### config.mk
export PLATFORM = sky130hd
export DESIGN_NAME = checksummed_command_frame_engine
export DESIGN_NICKNAME = d
export VERILOG_FILES = /design/src/rtl/cfe_pkg.sv /design/src/rtl/checksummed_command_frame_engine.sv /design/src/rtl/cfe_frame.sv /design/src/rtl/cfe_txser.sv
export SDC_FILE = /design/constraint.sdc
export NUM_CORES = 1
export LEC_CHECK = 0
export BUFFER_PORTS_ARGS = -buffer_cell sky130_fd_sc_hd__buf_2
export CAP_MARGIN = 5
export CELL_PAD_IN_SITES_DETAIL_PLACEMENT = 0
export CELL_PAD_IN_SITES_GLOBAL_PLACEMENT = 1
export CORE_UTILIZATION = 47
export DETAILED_ROUTE_END_ITERATION = 7
export PLACE_DENSITY_LB_ADDON = 0.15
export SYNTH_ARGS = -nofsm -noshare
export SYNTH_HDL_FRONTEND = slang
export SYNTH_SLANG_ARGS = --single-unit
export TNS_END_PERCENT = 1
### constraint.sdc
create_clock -name clock -period 6.2 [get_ports clock]
set_clock_uncertainty 0.2 [all_clocks]
set_input_delay 0.62 -clock clock [delete_from_list [all_inputs] [get_ports clock]]
set_output_delay 0.62 -clock clock [all_outputs]
set_load 0.03 [all_outputs]
### src/rtl/cfe_pkg.sv
// ----------------------------------------------------------------------------
// cfe_pkg
// Types, codes and tables shared by the command frame engine modules.
// ----------------------------------------------------------------------------
package cfe_pkg;

   // item kinds on the request channel
   localparam logic KIND_RX = 1'b0;
   localparam logic KIND_TX = 1'b1;

   // result types on the response channel
   localparam logic [1:0] RT_CMD  = 2'd0;
   localparam logic [1:0] RT_FAIL = 2'd1;
   localparam logic [1:0] RT_TX   = 2'd2;

   localparam logic [7:0] RESP_MARK      = 8'h80;
   localparam logic [7:0] ERR_BYTE       = 8'hFF;
   localparam logic [7:0] OPCODE_LIMIT   = 8'd8;
   localparam logic [2:0] NO_RESP_OPCODE = 3'd6;

   // one result item
   typedef struct packed {
      logic [1:0]  result_type;
      logic [2:0]  cmd_opcode;
      logic [63:0] cmd_payload;
      logic [7:0]  tx_byte;
      logic        last;
   } cfe_rsp_type;

   // what the request stage hands to the output serializer
   typedef struct packed {
      cfe_rsp_type item;   // first result of the run
      logic [63:0] data;   // remaining transmit bytes, low byte first
      logic [3:0]  left;   // results still to follow the first one
   } cfe_load_type;

   // frame length in bytes, opcode and checksum included
   function automatic logic [3:0] frame_len(input logic [2:0] op);
      logic [3:0] len;
      case (op)
         3'd0:    len = 4'd10;
         3'd3:    len = 4'd3;
         3'd7:    len = 4'd3;
         default: len = 4'd2;
      endcase
      return len;
   endfunction

   // data bytes sent between the marked opcode and the checksum
   function automatic logic [3:0] resp_data_cnt(input logic [2:0] op);
      logic [3:0] cnt;
      case (op)
         3'd0:    cnt = 4'd8;
         3'd1:    cnt = 4'd8;
         3'd2:    cnt = 4'd0;
         default: cnt = 4'd1;
      endcase
      return cnt;
   endfunction

endpackage

### src/rtl/checksummed_command_frame_engine.sv
// ----------------------------------------------------------------------------
// checksummed_command_frame_engine
// Host command link engine: frames received bytes into checksummed commands
// and serializes responses into checksummed byte runs.
// ----------------------------------------------------------------------------
// A request of kind 0 carries one byte received from the host; the first byte
// of a frame is the opcode and picks the frame length (10, 2, 2, 3, 2, 2, 2, 3
// bytes for opcodes 0 to 7). Once the frame is complete, a zero byte sum
// gives one command result with the little-endian payload, any other sum a
// failure result with the opcode and a zero payload. A first byte of 8 or
// above gives a single 0xFF transmit byte and starts no frame. A request of
// kind 1 sends the response for resp_opcode as a run of transmit bytes:
// opcode|0x80, the data bytes low byte first, then a checksum that makes the
// run sum to zero; the run ends with rsp_tlast. Opcode 6 sends nothing. Any
// other kind-1 request drops a frame in progress. Received bytes flow at one per
// cycle while the result register is free, through the request register
// and the result register. A response run, 2 to 10 bytes, holds the result
// channel as the serializer moves one byte per cycle while rsp_tready is high;
// requests without a result retire meanwhile, up to the next that has one.
// ----------------------------------------------------------------------------
module checksummed_command_frame_engine (
   input  logic        clock,
   input  logic        reset,

   input  logic        req_tvalid,
   output logic        req_tready,
   input  logic [79:0] req_tdata,  // rx_byte[7:0], resp_opcode[10:8],
                                   // resp_data[74:11], zero[79:75]
   input  logic        req_tuser,  // kind

   output logic        rsp_tvalid,
   input  logic        rsp_tready,
   output logic [79:0] rsp_tdata,  // cmd_opcode[2:0], cmd_payload[66:3],
                                   // tx_byte[74:67], zero[79:75]
   output logic [1:0]  rsp_tuser,  // result_type
   output logic        rsp_tlast   // last
);

   // request register
   logic        s1_valid_ff;
   logic        s1_kind_ff;
   logic [7:0]  s1_rx_ff;
   logic [2:0]  s1_op_ff;
   logic [63:0] s1_data_ff;

   logic                  s1_adv;
   logic                  s1_silent;
   logic                  out_free;
   logic                  frm_has;
   cfe_pkg::cfe_rsp_type  frm_result;
   cfe_pkg::cfe_load_type load_req;
   cfe_pkg::cfe_rsp_type  out_item;
   logic                  frm_step;
   logic                  frm_abort;
   logic                  load;
   logic [3:0]            data_cnt;

   // a request with no result retires at once; one with a result waits for
   // the result register to come free
   assign s1_silent = (s1_kind_ff == cfe_pkg::KIND_RX) ? !frm_has
                                                       : (s1_op_ff == cfe_pkg::NO_RESP_OPCODE);
   assign s1_adv     = s1_valid_ff && (s1_silent || out_free);
   assign req_tready = !s1_valid_ff || s1_adv;

   assign frm_step  = s1_adv && (s1_kind_ff == cfe_pkg::KIND_RX);
   assign frm_abort = s1_adv && (s1_kind_ff == cfe_pkg::KIND_TX)
                      && (s1_op_ff != cfe_pkg::NO_RESP_OPCODE);
   assign load      = s1_adv && !s1_silent;

   always_ff @(posedge clock) begin
      if (reset) begin
         s1_valid_ff <= 1'b0;
      end else if (req_tready) begin
         s1_valid_ff <= req_tvalid;
      end
   end

   always_ff @(posedge clock) begin
      if (req_tready && req_tvalid) begin
         s1_kind_ff <= req_tuser;
         s1_rx_ff   <= req_tdata[7:0];
         s1_op_ff   <= req_tdata[10:8];
         s1_data_ff <= req_tdata[74:11];
      end
   end

   cfe_frame u_frame (
      .clock      (clock),
      .reset      (reset),
      .step       (frm_step),
      .abort      (frm_abort),
      .rx_byte    (s1_rx_ff),
      .has_result (frm_has),
      .result     (frm_result)
   );

   // build what the serializer loads: a single frame result, or the head of
   // a response run with its data bytes and checksum still to follow
   always_comb begin
      data_cnt = cfe_pkg::resp_data_cnt(s1_op_ff);
      load_req = '0;
      if (s1_kind_ff == cfe_pkg::KIND_RX) begin
         load_req.item = frm_result;
      end else begin
         load_req.item.result_type = cfe_pkg::RT_TX;
         load_req.item.tx_byte     = {5'd0, s1_op_ff} | cfe_pkg::RESP_MARK;
         load_req.data             = s1_data_ff;
         load_req.left             = data_cnt + 4'd1;
      end
   end

   cfe_txser u_txser (
      .clock     (clock),
      .reset     (reset),
      .load      (load),
      .load_req  (load_req),
      .free      (out_free),
      .out_valid (rsp_tvalid),
      .out_ready (rsp_tready),
      .out_item  (out_item)
   );

   assign rsp_tdata = {5'd0, out_item.tx_byte, out_item.cmd_payload, out_item.cmd_opcode};
   assign rsp_tuser = out_item.result_type;
   assign rsp_tlast = out_item.last;

endmodule

### src/rtl/cfe_frame.sv
// ----------------------------------------------------------------------------
// cfe_frame
// Receive framer: collects host bytes into frames, checks the byte sum and
// builds the decoded, failure or unknown-opcode result.
// ----------------------------------------------------------------------------
module cfe_frame (
   input  logic                 clock,
   input  logic                 reset,
   input  logic                 step,      // retire one received byte
   input  logic                 abort,     // drop any frame in progress
   input  logic [7:0]           rx_byte,
   output logic                 has_result,
   output cfe_pkg::cfe_rsp_type result
);

   logic [3:0]  count_ff,   count_in;
   logic [2:0]  opcode_ff,  opcode_in;
   logic [7:0]  sum_ff,     sum_in;
   logic [63:0] payload_ff, payload_in;

   logic [3:0]  len;
   logic [4:0]  count_inc;
   logic [7:0]  sum_upd;
   logic [63:0] payload_upd;
   logic        insert;

   always_comb begin
      len         = cfe_pkg::frame_len(opcode_ff);
      count_inc   = {1'b0, count_ff} + 5'd1;
      sum_upd     = sum_ff + rx_byte;
      insert      = (count_inc < {1'b0, len}) && (count_ff <= 4'd8);
      payload_upd = payload_ff;
      for (int i = 0; i < 8; i++) begin
         if (insert && (count_ff == 4'(i + 1))) begin
            payload_upd[8*i +: 8] = rx_byte;
         end
      end

      has_result = 1'b0;
      result     = '0;
      count_in   = count_ff;
      opcode_in  = opcode_ff;
      sum_in     = sum_ff;
      payload_in = payload_ff;

      if (count_ff == 4'd0) begin
         if (rx_byte >= cfe_pkg::OPCODE_LIMIT) begin
            has_result         = 1'b1;
            result.result_type = cfe_pkg::RT_TX;
            result.tx_byte     = cfe_pkg::ERR_BYTE;
            result.last        = 1'b1;
         end else begin
            opcode_in  = rx_byte[2:0];
            sum_in     = rx_byte;
            payload_in = '0;
            count_in   = 4'd1;
         end
      end else begin
         sum_in     = sum_upd;
         payload_in = payload_upd;
         count_in   = count_inc[3:0];
         if (count_inc >= {1'b0, len}) begin
            has_result        = 1'b1;
            result.cmd_opcode = opcode_ff;
            result.last       = 1'b1;
            if (sum_upd != 8'd0) begin
               result.result_type = cfe_pkg::RT_FAIL;
            end else begin
               result.result_type = cfe_pkg::RT_CMD;
               result.cmd_payload = payload_upd;
            end
            count_in   = 4'd0;
            sum_in     = 8'd0;
            payload_in = '0;
         end
      end
   end

   always_ff @(posedge clock) begin
      if (reset) begin
         count_ff   <= 4'd0;
         opcode_ff  <= 3'd0;
         sum_ff     <= 8'd0;
         payload_ff <= '0;
      end else if (abort) begin
         count_ff   <= 4'd0;
         sum_ff     <= 8'd0;
         payload_ff <= '0;
      end else if (step) begin
         count_ff   <= count_in;
         opcode_ff  <= opcode_in;
         sum_ff     <= sum_in;
         payload_ff <= payload_in;
      end
   end

endmodule

### src/rtl/cfe_txser.sv
// ----------------------------------------------------------------------------
// cfe_txser
// Result register and transmit serializer: holds the current result and
// steps a response run out one byte per cycle unless stalled, then a checksum.
// ----------------------------------------------------------------------------
module cfe_txser (
   input  logic                  clock,
   input  logic                  reset,
   input  logic                  load,
   input  cfe_pkg::cfe_load_type load_req,
   output logic                  free,
   output logic                  out_valid,
   input  logic                  out_ready,
   output cfe_pkg::cfe_rsp_type  out_item
);

   logic                 valid_ff, valid_in;
   cfe_pkg::cfe_rsp_type item_ff,  item_in;
   logic [63:0]          data_ff,  data_in;
   logic [3:0]           left_ff,  left_in;
   logic [7:0]           sum_ff,   sum_in;

   logic taken;

   assign taken     = valid_ff && out_ready;
   assign free      = !valid_ff || (taken && (left_ff == 4'd0));
   assign out_valid = valid_ff;
   assign out_item  = item_ff;

   always_comb begin
      valid_in = valid_ff;
      item_in  = item_ff;
      data_in  = data_ff;
      left_in  = left_ff;
      sum_in   = sum_ff;

      if (taken) begin
         if (left_ff == 4'd0) begin
            valid_in = 1'b0;
         end else begin
            item_in             = '0;
            item_in.result_type = cfe_pkg::RT_TX;
            left_in             = left_ff - 4'd1;
            if (left_ff == 4'd1) begin
               // close the run with the checksum
               item_in.tx_byte = 8'd0 - sum_ff;
               item_in.last    = 1'b1;
            end else begin
               item_in.tx_byte = data_ff[7:0];
               sum_in          = sum_ff + data_ff[7:0];
               data_in         = {8'd0, data_ff[63:8]};
            end
         end
      end

      if (load) begin
         valid_in = 1'b1;
         item_in  = load_req.item;
         data_in  = load_req.data;
         left_in  = load_req.left;
         sum_in   = load_req.item.tx_byte;
      end
   end

   always_ff @(posedge clock) begin
      if (reset) begin
         valid_ff <= 1'b0;
         left_ff  <= 4'd0;
      end else begin
         valid_ff <= valid_in;
         left_ff  <= left_in;
      end
   end

   always_ff @(posedge clock) begin
      item_ff <= item_in;
      data_ff <= data_in;
      sum_ff  <= sum_in;
   end

endmodule

==> PnR_summary.wiki, run 1 <==
{| class="wikitable"
! Metric !! Value
|-
| Normalized max-slew margin || 30.1%
|-
| Slowest cell on the critical path || sky130_fd_sc_hd__and4_4
|-
| Detailed Place HPWL || around 19000 um
|-
| Pre-Repair DR Iteration Count || 4
|-
| Number of enable-type register cells in the synthesized netlist || 226
|-
| Number of storage elements in the synthesis netlist || just over 300
|-
| X dimension of the die || 171 um
|-
| Number of hold violations in the final report || 0
|-
| Clk buf depth || 3
|-
| Top Ports || 170
|-
| Largest net degree at the start of global routing || 79
|-
| Number of DRC violations after detailed-routing iteration 0 || roughly 560
|-
| Antenna Nets Post-Route || 0
|-
| Area Growth Syn to Fin || 14.5%
|-
| Post-synth top area cell || sky130_fd_sc_hd__edfxtp_1
|-
| Gate Count Post-Synth || around 1100
|-
| Number of sinks handled by clock tree synthesis || ~310
|-
| Antenna violations before repair || 1
|-
| Type of the worst min-delay path || in -> reg
|-
| Critical path capture point type || output port
|-
| Final net count || approximately 1300
|-
| Delay of the slowest cell on the worst path || approximately 0.61 ns
|-
| Vertical extent of the die || about 170 um
|-
| Post-cts hold buffer count || 0
|-
| Type of origin of the critical path || flip-flop
|-
| Fraction of the yosys area taken by sequential cells || a little over three fifths
|-
| Drt drc || 0
|-
| Area contributors post-synth || sky130_fd_sc_hd__edfxtp_1, sky130_fd_sc_hd__dfxtp_1, sky130_fd_sc_hd__mux2i_1, sky130_fd_sc_hd__nand2_1, sky130_fd_sc_hd__nor2_1
|-
| Lkg Pwr || 6.02 nW
|-
| Wire length per cell after detailed routing || roughly 18 um
|-
| Prevailing post-synth register cell || sky130_fd_sc_hd__edfxtp_1
|-
| Antenna cell count || 0
|-
| Proportion of synthesized flip-flops having asynchronous set or reset || 0%
|-
| Commonest non-fill, non-tap cells in the layout || sky130_fd_sc_hd__edfxtp_1, sky130_fd_sc_hd__nand2_1, sky130_fd_sc_hd__buf_2
|-
| Type of the worst setup path || reg -> out
|-
| Largest vdd supply drop || about 260 uV
|-
| Most common library cell in the layout ignoring fill and taps || sky130_fd_sc_hd__edfxtp_1
|-
| Setup fix buffers added after clock tree synthesis || 0
|-
| Worst-path clk slew || roughly 0.06 ns
|-
| Length of routed met2 wiring || 13900 um
|-
| Setup TNS || 0 ns
|-
| Core Rows || between 60 and 70
|-
| Final Max Tran Viols || 0
|-
| Critical path cell sequence || nand3_1 -> xnor2_1 -> ha_1 -> mux2_4 -> a221oi_4 -> and4_4 -> a21boi_4 -> nand2_1 -> buf_2
|-
| Via Count || about 8800
|-
| Required time at the worst-slack endpoint || about 5.4 ns
|-
| Effective utilization at floorplan || slightly below 50%
|-
| Total Power Consumption || roughly 4.6 mW
|-
| Shortest clock period the worst path allows after layout || about 4.6 ns
|-
| Final GP Congestion || 0.860
|-
| Cell Area, Synth || 0.0135 sq mm
|-
| Proportion of layout cells with a drive suffix above 1 || between 10% and 20%
|-
| Number of port buffers || about 160
|-
| Count of endpoints failing setup in the final report || 0
|-
| Number of clock buffers inserted by TritonCTS || 34
|-
| Via count of the first global-routing pass || between 8000 and 9000
|-
| Ys Warns || 0
|-
| Worst-Skew Late Latency || 0.50 ns
|-
| Fraction of post-synthesis cell area in the top cell type by area || roughly half
|-
| Standard cell area after detailed placement || between 0.01 and 0.015 sq mm
|-
| Count of different cell masters after synthesis || 74
|-
| CTS tree || yes
|-
| Met3 routed wirelength || between 1000 and 1500 um
|-
| Unrepaired setup endpoints after global routing || false
|-
| Post-route cell area || 0.0154 sq mm
|-
| CP arrival || 3.80 ns
|-
| Total detailed-routing wirelength || roughly 29000 um
|-
| Highest metal layer used by the detailed router || met5
|-
| Number of levels the H-tree was split into || 2
|-
| Max Clock Freq || between 200 and 250 MHz
|-
| Total buffers and inverters traversed by the critical path || 1
|-
| Startpoint of the worst setup timing path || u_frame.count_ff[2]$_SDFFE_PP0P_
|-
| Power per standard cell area || 296 mW/mm^2
|-
| Post-DR vias/cell || between 5 and 6
|-
| Average size of a mapped cell || 12.2 sq um
|-
| Outcome || finished, final reports clean
|-
| Gr ovfl total || 0
|-
| Core box area || around 0.028 sq mm
|-
| Cell at the root of the clock tree || sky130_fd_sc_hd__clkbuf_16
|-
| Met1 routed wirelength after detailed routing || around 13000 um
|-
| Max Cap Violations || 0
|-
| Crit-path leading delay family || simple AND/OR/NAND/NOR gates
|-
| Slew at the pin with the worst max-slew slack || about 1.0 ns
|-
| Global-route usage over all layers || between 10% and 20%
|-
| Start point of the worst hold path || req_tdata[7]
|-
| Final Cycle Share || 74.5%
|-
| Critical Path Fanout Max || 30
|-
| Number of cells upsized or downsized after cts || 0
|-
| Die footprint || 0.0294 sq mm
|-
| FF-to-FF Start || u_frame.count_ff[2]$_SDFFE_PP0P_
|-
| First-pass GRT wire length || around 45000 um
|}
-- through the flow --
stage                     instances  utilization [%]  setup WS [ns]  hold WS [ns]
after floorplan                1107                -           1.12         0.241
after global placement         1574             51.4           1.78         0.256
after detailed placement       1574             51.4           1.71         0.257
after CTS                      1635             55.1           1.58        0.0762
after global routing           1635             55.1           1.41        0.0757
final                          1635             55.1           1.58        0.0940
-- registers in the layout, indices dropped and copies added, names as in the netlist --
| name | flops |
|---|---|
| s1_op_ff | 3 |
| u_txser.out_item | 78 |
| u_txser.left_ff | 4 |
| u_frame.count_ff | 4 |
| u_frame.payload_ff | 64 |
| s1_valid_ff | 1 |
| u_txser.out_valid | 1 |
| u_frame.opcode_ff | 3 |
| s1_data_ff | 64 |
| u_txser.sum_ff | 8 |
| s1_rx_ff | 8 |
| u_txser.data_ff | 64 |
| u_frame.sum_ff | 8 |
| s1_kind_ff | 1 |
-- per-layer routing --
metal,vias to the layer above,global-route usage [%]
li1,4314,-
met1,4215,26.6
met2,207,33.4
met3,50,3.29
met4,2,5.59
met5,-,0
-- cell usage after synthesis, drive strengths merged (2+ instances only) --
library cell  number
o21a               4
xnor2             12
nand4b             2
nand2            167
and3               5
or3                4
o2111ai            2
nand3             68
xor2               9
a21oi             46
o31ai              2
a211oi            17
nand2b             3
buf               51
a21o               3
nor4               2
nor3              11
nor3b              4
and4               2
ha                24
o32ai             25
inv               14
a22o               8
a31oi              3
a21boi             2
dfxtp             85
clkbuf            25
nand4              8
and2              18
o21ai             20
a22oi              6
fa                 2
mux2i             64
edfxtp           226
nor2             104
nor2b              6
a32o              32
-- layout make-up --
cell class	count	area, sq um
Clock buffer	41	918
Clock inverter	20	123
Tap cell	378	473
Multi-Input combinational cell	706	4550
Sequential cell	311	8490
Fill cell	2468	12600
Timing Repair Buffer	165	841
Inverter	14	52.6
-- power breakdown --
group          internal (mW)  switching, mW  total (mW)
sequential              2.34         0.0456        2.38
clock                   1.10          0.787        1.88
combinational         0.0941          0.218       0.312
total                   3.53           1.05        4.58
-- worst paths after layout --
kind                                         endpoint  slack (ns)  depth (start not counted)
setup / recovery                           req_tready        1.58                          9
hold / removal                  s1_rx_ff[7]$_DFFE_PP_        0.09                          1
setup reg to reg             s1_data_ff[36]$_DFFE_PP_        1.67                          9
hold reg to reg   u_frame.payload_ff[16]$_SDFFE_PP0P_        0.27                          1
-- logic make-up after synthesis --
family	share of synthesized area, %
mux	4.86
compound gates	10.8
xor+xnor	1.36
buf+inv	3.64
other cells	0.0278
flops	62.9
fa+ha+maj	2.52
simple gates	13.9
-- worst reg2reg max path, delay by kind of cell, from the launching register on --
kind | cells | cell delay (ns)
and+or+nand+nor | 4 | 1.78
AOI/OAI and AO/OA | 2 | 0.70
DFF | 1 | 0.57
muxes | 1 | 0.30
adders and majority gates | 1 | 0.31
xor gates and xnor gates | 1 | 0.21
Power figures use the tool's default switching activity.
==> inputs of run 2 (changes only) <==
Clock period 6.2 ns to 4.85 ns, I/O delays scaled along.
==> run 2 against run 1 <==
  * First-iteration DRC count grew 2.0%
  * Sequential share of layout area shrank 3.0 points
  * Cell area grew 5.8%
  * Hold slack improved by 0.036 ns
  * Via count up 5.7%
  * Sequential power grew 28%
  * Setup slack worse by 0.94 ns
  * Clock-buffer cell count unchanged
  * Largest cell class unchanged
  * Largest power group unchanged
==> PnR_summary.wiki, run 2 (synthesized netlist as in run 1, its figures left out) <==
{| class="wikitable"
! Metric !! Value
|-
| Wire length per cell after detailed routing || 17.8 um (+0.38%)
|-
| Max Clock Freq || roughly 240 MHz
|-
| Clk buf depth || 3 (unchanged)
|-
| Combinational power share || 7.7% (+0.9 points)
|-
| Total Power Consumption || 6.01 mW (+31%)
|-
| Unrepaired setup endpoints after global routing || false
|-
| Filler Cell Count || 2347 (-4.9%)
|-
| Final Max Tran Viols || 0 (unchanged)
|-
| Proportion of layout cells with a drive suffix above 1 || 19.6% (-0.29 points)
|-
| Type of the worst min-delay path || in -> reg
|-
| Shortest clock period the worst path allows after layout || between 4 and 5 ns
|-
| Int Power || 4.63 mW (+31%)
|-
| Count of endpoints failing setup in the final report || 0 (unchanged)
|-
| Via count of the first global-routing pass || 9069 (+8.7%)
|-
| Die footprint || 0.0294 sq mm (unchanged)
|-
| Top Ports || 170 (unchanged)
|-
| Required time at the worst-slack endpoint || 4.16 ns (-1.22 ns)
|-
| Global-route usage over all layers || 21.1% (+1.2 points)
|-
| Max reg flops || 78 (unchanged)
|-
| Number of hold violations in the final report || 0 (unchanged)
|-
| Standard cell area after detailed placement || 0.0145 sq mm (+0.59%)
|-
| Post-route cell area || 0.0163 sq mm (+5.8%)
|-
| First-pass GRT wire length || 47800 um (+5.9%)
|-
| CTS tree || yes
|-
| Final Cycle Share || between 80 and 90%
|-
| Most common library cell in the layout ignoring fill and taps || sky130_fd_sc_hd__edfxtp_1
|-
| Switching part of the total || 23.1% (+0.11 points)
|-
| Critical Path Fanout Max || 16 (-47%)
|-
| Outcome || finished, final reports clean
|-
| Number of clock buffers inserted by TritonCTS || 34 (unchanged)
|-
| Core Rows || 61 (unchanged)
|-
| Reg power frac || 50.5% (-1.5 points)
|-
| Commonest non-fill, non-tap cells in the layout || sky130_fd_sc_hd__edfxtp_1, sky130_fd_sc_hd__nand2_1, sky130_fd_sc_hd__buf_2
|-
| Number of cells upsized or downsized after cts || 0 (unchanged)
|-
| Via Count || 9288 (+5.7%)
|-
| Core box area || 0.0280 sq mm (unchanged)
|-
| Effective utilization at floorplan || 48.1% (unchanged)
|-
| Area Growth Syn to Fin || 21.2%
|-
| Pre-Repair DR Iteration Count || 5 (+1)
|-
| Register area || 0.00849 sq mm (unchanged)
|-
| Normalized max-slew margin || 31.3% (+1.3 points)
|-
| Drt drc || 0 (unchanged)
|-
| Antenna cell count || 0 (unchanged)
|-
| Number of port buffers || 159 (unchanged)
|-
| Antenna Nets Post-Route || 0 (unchanged)
|-
| CP arrival || 3.53 ns (-0.27 ns)
|-
| Total detailed-routing wirelength || 30700 um (+5.6%)
|-
| Detailed Place HPWL || 19000 um (+2.1%)
|-
| Worst-Skew Late Latency || 0.51 ns (about the same)
|-
| Largest vdd supply drop || 357 uV (+40%)
|-
| Max Cap Violations || 0 (unchanged)
|-
| Clock share of power || 41.8% (+0.7 points)
|-
| Post-DR vias/cell || 5.40 (+0.47%)
|-
| Multi-input combinational cell area || 0.00455 sq mm (unchanged)
|-
| Number of sinks handled by clock tree synthesis || 311 (unchanged)
|-
| Number of DRC violations after detailed-routing iteration 0 || 566 (+2.0%)
|-
| Power per standard cell area || 368 mW/mm^2 (+24%)
|-
| Lkg Pwr || 6.41 nW (+6.4%)
|-
| Antenna violations before repair || 0 (-1)
|-
| Worst-path clk slew || 0.06 ns (about the same)
|-
| Vertical extent of the die || 171 um (unchanged)
|-
| Gr ovfl total || 0 (unchanged)
|-
| Critical path capture point type || output port
|-
| Slew at the pin with the worst max-slew slack || 1.03 ns (-0.0189 ns)
|-
| Number of levels the H-tree was split into || 2 (unchanged)
|-
| Type of origin of the critical path || flip-flop
|-
| Final net count || 1428 (+6.3%)
|-
| Largest net degree at the start of global routing || 79 (unchanged)
|-
| Type of the worst setup path || reg -> out
|-
| Cell at the root of the clock tree || sky130_fd_sc_hd__clkbuf_16
|-
| Sw Pwr || 1.39 mW (+32%)
|-
| Final GP Congestion || 0.861 (about the same)
|-
| X dimension of the die || 171 um (unchanged)
|}
-- run 2: changes by cell type in the layout (fill, tap and decap cells not counted), moves of 2 or more --
cell / previous run / this run
sky130_fd_sc_hd__buf_12: 0 / 2
sky130_fd_sc_hd__buf_4: 6 / 12
sky130_fd_sc_hd__bufinv_16: 1 / 3
sky130_fd_sc_hd__clkbuf_1: 4 / 6
sky130_fd_sc_hd__clkinv_1: 9 / 2
sky130_fd_sc_hd__clkinv_2: 7 / 9
sky130_fd_sc_hd__dlygate4sd3_1: 0 / 77
-- run 2: timing repair --
item                                   CTS  global route
hold buffers                            77             0
endpoints found under the hold margin   77             0
setup buffers                            0             0
-- run 2: critical path: stages, from the launching register on --
cell and delay (ns):
sky130_fd_sc_hd__dfxtp_1 0.59, sky130_fd_sc_hd__nand3_1 0.16, sky130_fd_sc_hd__xnor2_1 0.16, sky130_fd_sc_hd__ha_1 0.36, sky130_fd_sc_hd__mux2_4 0.31, sky130_fd_sc_hd__a221oi_4 0.42
sky130_fd_sc_hd__and4_4 0.38, sky130_fd_sc_hd__a21boi_4 0.20, sky130_fd_sc_hd__nand2_1 0.20, sky130_fd_sc_hd__buf_2 0.24
-- run 2: through the flow --
step                      setup TNS, ns  setup slack (ns)  utilization, %  hold slack [ns]  instances
after floorplan                   -2.96           -0.0380               -            0.241       1107
after global placement                0             0.821            51.7            0.258       1582
after detailed placement              0             0.747            51.7            0.258       1582
after CTS                             0             0.644            58.4            0.114       1720
after global routing                  0             0.457            58.4            0.125       1720
final                                 0             0.640            58.4            0.130       1720
-- run 2: area by class of cell --
type                    count  area share [%]
flip-flops and latches    311            51.9
repair buffers            250            10.4
clock inverters            20            1.22
well taps                 378            2.89
multi-input cells         706            27.8
inverters                  14           0.322
clock buffers              41            5.43
-- run 2: metal layers --
| layer | vias to the layer above | share of wire [%] | track usage, % |
|---|---|---|---|
| li1 | 4494 | - | - |
| met1 | 4472 | 43 | 26.5 |
| met2 | 258 | 49 | 36.1 |
| met3 | 64 | 5.2 | 4.03 |
| met4 | 0 | 2.9 | 7.84 |
| met5 | - | 0 | 0 |
-- run 2: worst paths after layout --
check                                                         start                             endpoint  slack (ns)  cells after the start
worst min-delay path                                          reset    u_frame.opcode_ff[0]$_SDFFE_PP0P_        0.13                      2
worst max register to register     u_frame.count_ff[2]$_SDFFE_PP0P_   u_txser.out_item[64]$_SDFFCE_PP0P_        0.74                      8
worst max-delay path               u_frame.count_ff[2]$_SDFFE_PP0P_                           req_tready        0.64                      9
worst min register to register  u_frame.payload_ff[21]$_SDFFE_PP0P_  u_frame.payload_ff[21]$_SDFFE_PP0P_        0.27                      1
-- run 2: power by group through the flow --
| stage | combinational, mW | sequential, mW | clock [mW] |
|---|---|---|---|
| floorplan | 0.236 | 3.14 | 0 |
| global placement | 0.411 | 3.09 | 0 |
| detailed placement | 0.415 | 3.10 | 0 |
| CTS | 0.463 | 3.04 | 2.57 |
| global route | 0.507 | 3.05 | 2.66 |
| finish | 0.462 | 3.04 | 2.51 |
==> inputs of run 3 (changes only) <==
Settings changed: CORE_UTILIZATION 47 to 45.
==> run 3 against run 2 <==
  * Setup slack better by 0.027 ns
  * Flip-flop and latch count unchanged
  * Hold slack worse by 0.0014 ns
  * Non-clock buffer count up 3
  * Clock-buffer cell count up 2
  * Die area up 4.4%
  * Clock power about the same
  * Combinational power up 1%
  * Global-route usage down 0.82 points
  * Cell area up 0.37%
  * Routed wire length up 0.18%
  * Power down 0.26%
  * Critical path type unchanged
  * Largest power group unchanged
==> PnR_summary.wiki, run 3 (synthesized netlist as in run 1, its figures left out) <==
{| class="wikitable"
! Metric !! Value
|-
| Outcome || finished, final reports clean
|-
| Number of levels the H-tree was split into || 2 (unchanged)
|-
| Critical Path Fanout Max || 16 (unchanged)
|-
| Total detailed-routing wirelength || 30700 um (+0.18%)
|-
| Post-DR vias/cell || 5.27 (-2.4%)
|-
| Worst-Skew Late Latency || 0.52 ns (about the same)
|-
| Wire length per cell after detailed routing || 17.7 um (-0.63%)
|-
| Number of port buffers || 159 (unchanged)
|-
| Final Max Tran Viols || 0 (unchanged)
|-
| FF-to-FF Start || u_frame.count_ff[2]$_SDFFE_PP0P_
|-
| Lkg Pwr || 6.43 nW (+0.27%)
|-
| Via count of the first global-routing pass || 8945 (-1.4%)
|-
| Number of cells in the finished layout apart from fillers || 1734 (+0.81%)
|-
| Final Cycle Share || 86.3% (-0.55 points)
|-
| Proportion of layout cells with a drive suffix above 1 || 19.6% (-0.029 points)
|-
| Normalized max-slew margin || 35.4% (+4.0 points)
|-
| Type of the worst min-delay path || in -> reg
|-
| Cell depth of the worst min-delay path || 2 (unchanged)
|-
| Cell at the root of the clock tree || sky130_fd_sc_hd__clkbuf_16
|-
| Worst-path clk slew || 0.06 ns (about the same)
|-
| Max Cap Violations || 0 (unchanged)
|-
| Required time at the worst-slack endpoint || 4.16 ns (about the same)
|-
| Detailed Place HPWL || 19100 um (+0.80%)
|-
| Antenna cell count || 0 (unchanged)
|-
| Core box area || 0.0296 sq mm (+5.5%)
|-
| Post-route cell area || 0.0164 sq mm (+0.37%)
|-
| Core Rows || 63 (+3.3%)
|-
| Critical path cell sequence || nand3_1 -> xnor2_1 -> ha_1 -> mux2_4 -> a221oi_4 -> and4_4 -> a21boi_4 -> nand2_1 -> buf_2
|-
| Pre-Repair DR Iteration Count || 7 (+2)
|-
| Slew at the pin with the worst max-slew slack || 0.970 ns (-0.0606 ns)
|-
| Via Count || 9138 (-1.6%)
|-
| Critical path capture point type || output port
|-
| Die footprint || 0.0307 sq mm (+4.4%)
|-
| Antenna violations before repair || 1 (+1)
|-
| Number of clock buffers inserted by TritonCTS || 34 (unchanged)
|-
| Top Ports || 170 (unchanged)
|-
| Min setup slack post-route || 0.667 ns (+0.0268 ns)
|-
| Vertical extent of the die || 175 um (+2.2%)
|-
| Unrepaired setup endpoints after global routing || false
|-
| First-pass GRT wire length || 48700 um (+1.7%)
|-
| Reg2Reg Setup Slack || 0.95 ns (+0.21 ns)
|-
| Slowest cell on the critical path || sky130_fd_sc_hd__dfxtp_1
|-
| Number of sinks handled by clock tree synthesis || 311 (unchanged)
|-
| Standard cell area after detailed placement || 0.0146 sq mm (+0.43%)
|-
| Start point of the worst hold path || reset
|-
| Area Growth Syn to Fin || 21.6%
|-
| Commonest non-fill, non-tap cells in the layout || sky130_fd_sc_hd__edfxtp_1, sky130_fd_sc_hd__nand2_1, sky130_fd_sc_hd__buf_2
|-
| Delay of the slowest cell on the worst path || 0.56 ns (-0.03 ns)
|-
| Antenna Nets Post-Route || 0 (unchanged)
|-
| Largest net degree at the start of global routing || 73 (-7.6%)
|-
| CP arrival || 3.50 ns (-0.03 ns)
|-
| Power per standard cell area || 366 mW/mm^2 (-0.63%)
|-
| Final GP Congestion || 0.844 (-2.0%)
|-
| Number of DRC violations after detailed-routing iteration 0 || 547 (-3.4%)
|-
| Drt drc || 0 (unchanged)
|-
| Effective utilization at floorplan || 45.6% (-2.5 points)
|-
| Setup TNS || 0 ns (unchanged)
|-
| Type of the worst setup path || reg -> out
|-
| Global-route usage over all layers || 20.3% (-0.82 points)
|-
| Count of endpoints failing setup in the final report || 0 (unchanged)
|-
| Most common library cell in the layout ignoring fill and taps || sky130_fd_sc_hd__edfxtp_1
|-
| Max reg flops || 78 (unchanged)
|-
| FF-to-FF End || u_frame.payload_ff[58]$_SDFFE_PP0P_
|-
| Clk buf depth || 3 (unchanged)
|-
| Type of origin of the critical path || flip-flop
|-
| Gr ovfl total || 0 (unchanged)
|-
| Largest vdd supply drop || 247 uV (-31%)
|-
| Worst slack, placed || 0.993 ns (+0.246 ns)
|-
| X dimension of the die || 175 um (+2.2%)
|-
| Shortest clock period the worst path allows after layout || 4.18 ns (-0.0268 ns)
|-
| Worst R2R Path Depth || 9 (+1)
|-
| Number of hold violations in the final report || 0 (unchanged)
|-
| Max Clock Freq || 239 MHz (+0.64%)
|-
| Cells after DPL || 1597 (+0.95%)
|-
| CTS tree || yes
|-
| Final net count || 1431 (+0.21%)
|-
| Min-Delay Endpoint || u_frame.opcode_ff[1]$_SDFFE_PP0P_
|}
run 3: cell types whose count changed in the layout (fill, tap and decap cells not counted), sizes merged:
cell	change
bufinv	-1
clkbuf	+2
inv	-1
buf	+3
clkinv	-1
run 3: layer usage:
metal  track usage [%]  vias up  part of all wire (%)
li1                  -     4479                     -
met1              27.6     4336                    45
met2              32.5      261                    47
met3              3.89       60                   5.3
met4              6.78        2                   2.7
met5                 0        -                 0.042
run 3: stage by stage:
step	hold WS (ns)	utilization, %	power [mW]
2_1_floorplan	0.241	-	3.37
3_3_place_gp	0.255	49.2	3.51
3_5_place_dp	0.260	49.2	3.51
4_1_cts	0.112	55.5	6.06
5_1_grt	0.121	55.5	6.22
6_report	0.128	55.5	6.00
run 3: timing repair:
item / CTS / global route
buffers inserted: 0 / 0
hold buffers: 77 / 0
endpoints found under the hold margin: 77 / 0
resized for setup: 0 / 0
endpoints found under the setup margin: 0 / 0
run 3: worst max-delay path by stage:
stage,start,end,slack [ns],depth (start not counted)
6_report,u_frame.count_ff[2]$_SDFFE_PP0P_,req_tready,0.67,9
3_3_place_gp,u_frame.count_ff[2]$_SDFFE_PP0P_,u_frame.payload_ff[59]$_SDFFE_PP0P_,1.01,9
4_1_cts,u_frame.count_ff[2]$_SDFFE_PP0P_,req_tready,0.66,9
5_1_grt,u_frame.count_ff[2]$_SDFFE_PP0P_,req_tready,0.43,9
2_1_floorplan,u_frame.count_ff[2]$_SDFFE_PP0P_,u_txser.out_item[0]$_DFFE_PP_,-0.04,12
3_5_place_dp,u_frame.count_ff[2]$_SDFFE_PP0P_,u_frame.payload_ff[58]$_SDFFE_PP0P_,0.99,9
run 3: area by class of cell:
type,instances,area [sq um]
fillers,2567,13200
flip-flops and latches,311,8490
multi-input cells,706,4550
repair buffers,253,1740
clock buffers,43,916
well taps,390,488
clock inverters,17,168
inverters,14,52.6
run 3: worst max-delay path: cells and delay by family (launching register included):
kind | cells | cell delay [ns]
flops | 1 | 0.56
simple gates | 3 | 0.72
compound gates | 2 | 0.63
fa+ha+maj | 1 | 0.36
buf+inv | 1 | 0.24
mux | 1 | 0.30
xor+xnor | 1 | 0.16
run 3: report_power, final:
part	switching, mW	leakage (nW)	internal (mW)	total (mW)
sequential	0.0521	2.84	2.98	3.04
combinational	0.298	3.07	0.169	0.467
clock	1.04	0.522	1.46	2.49
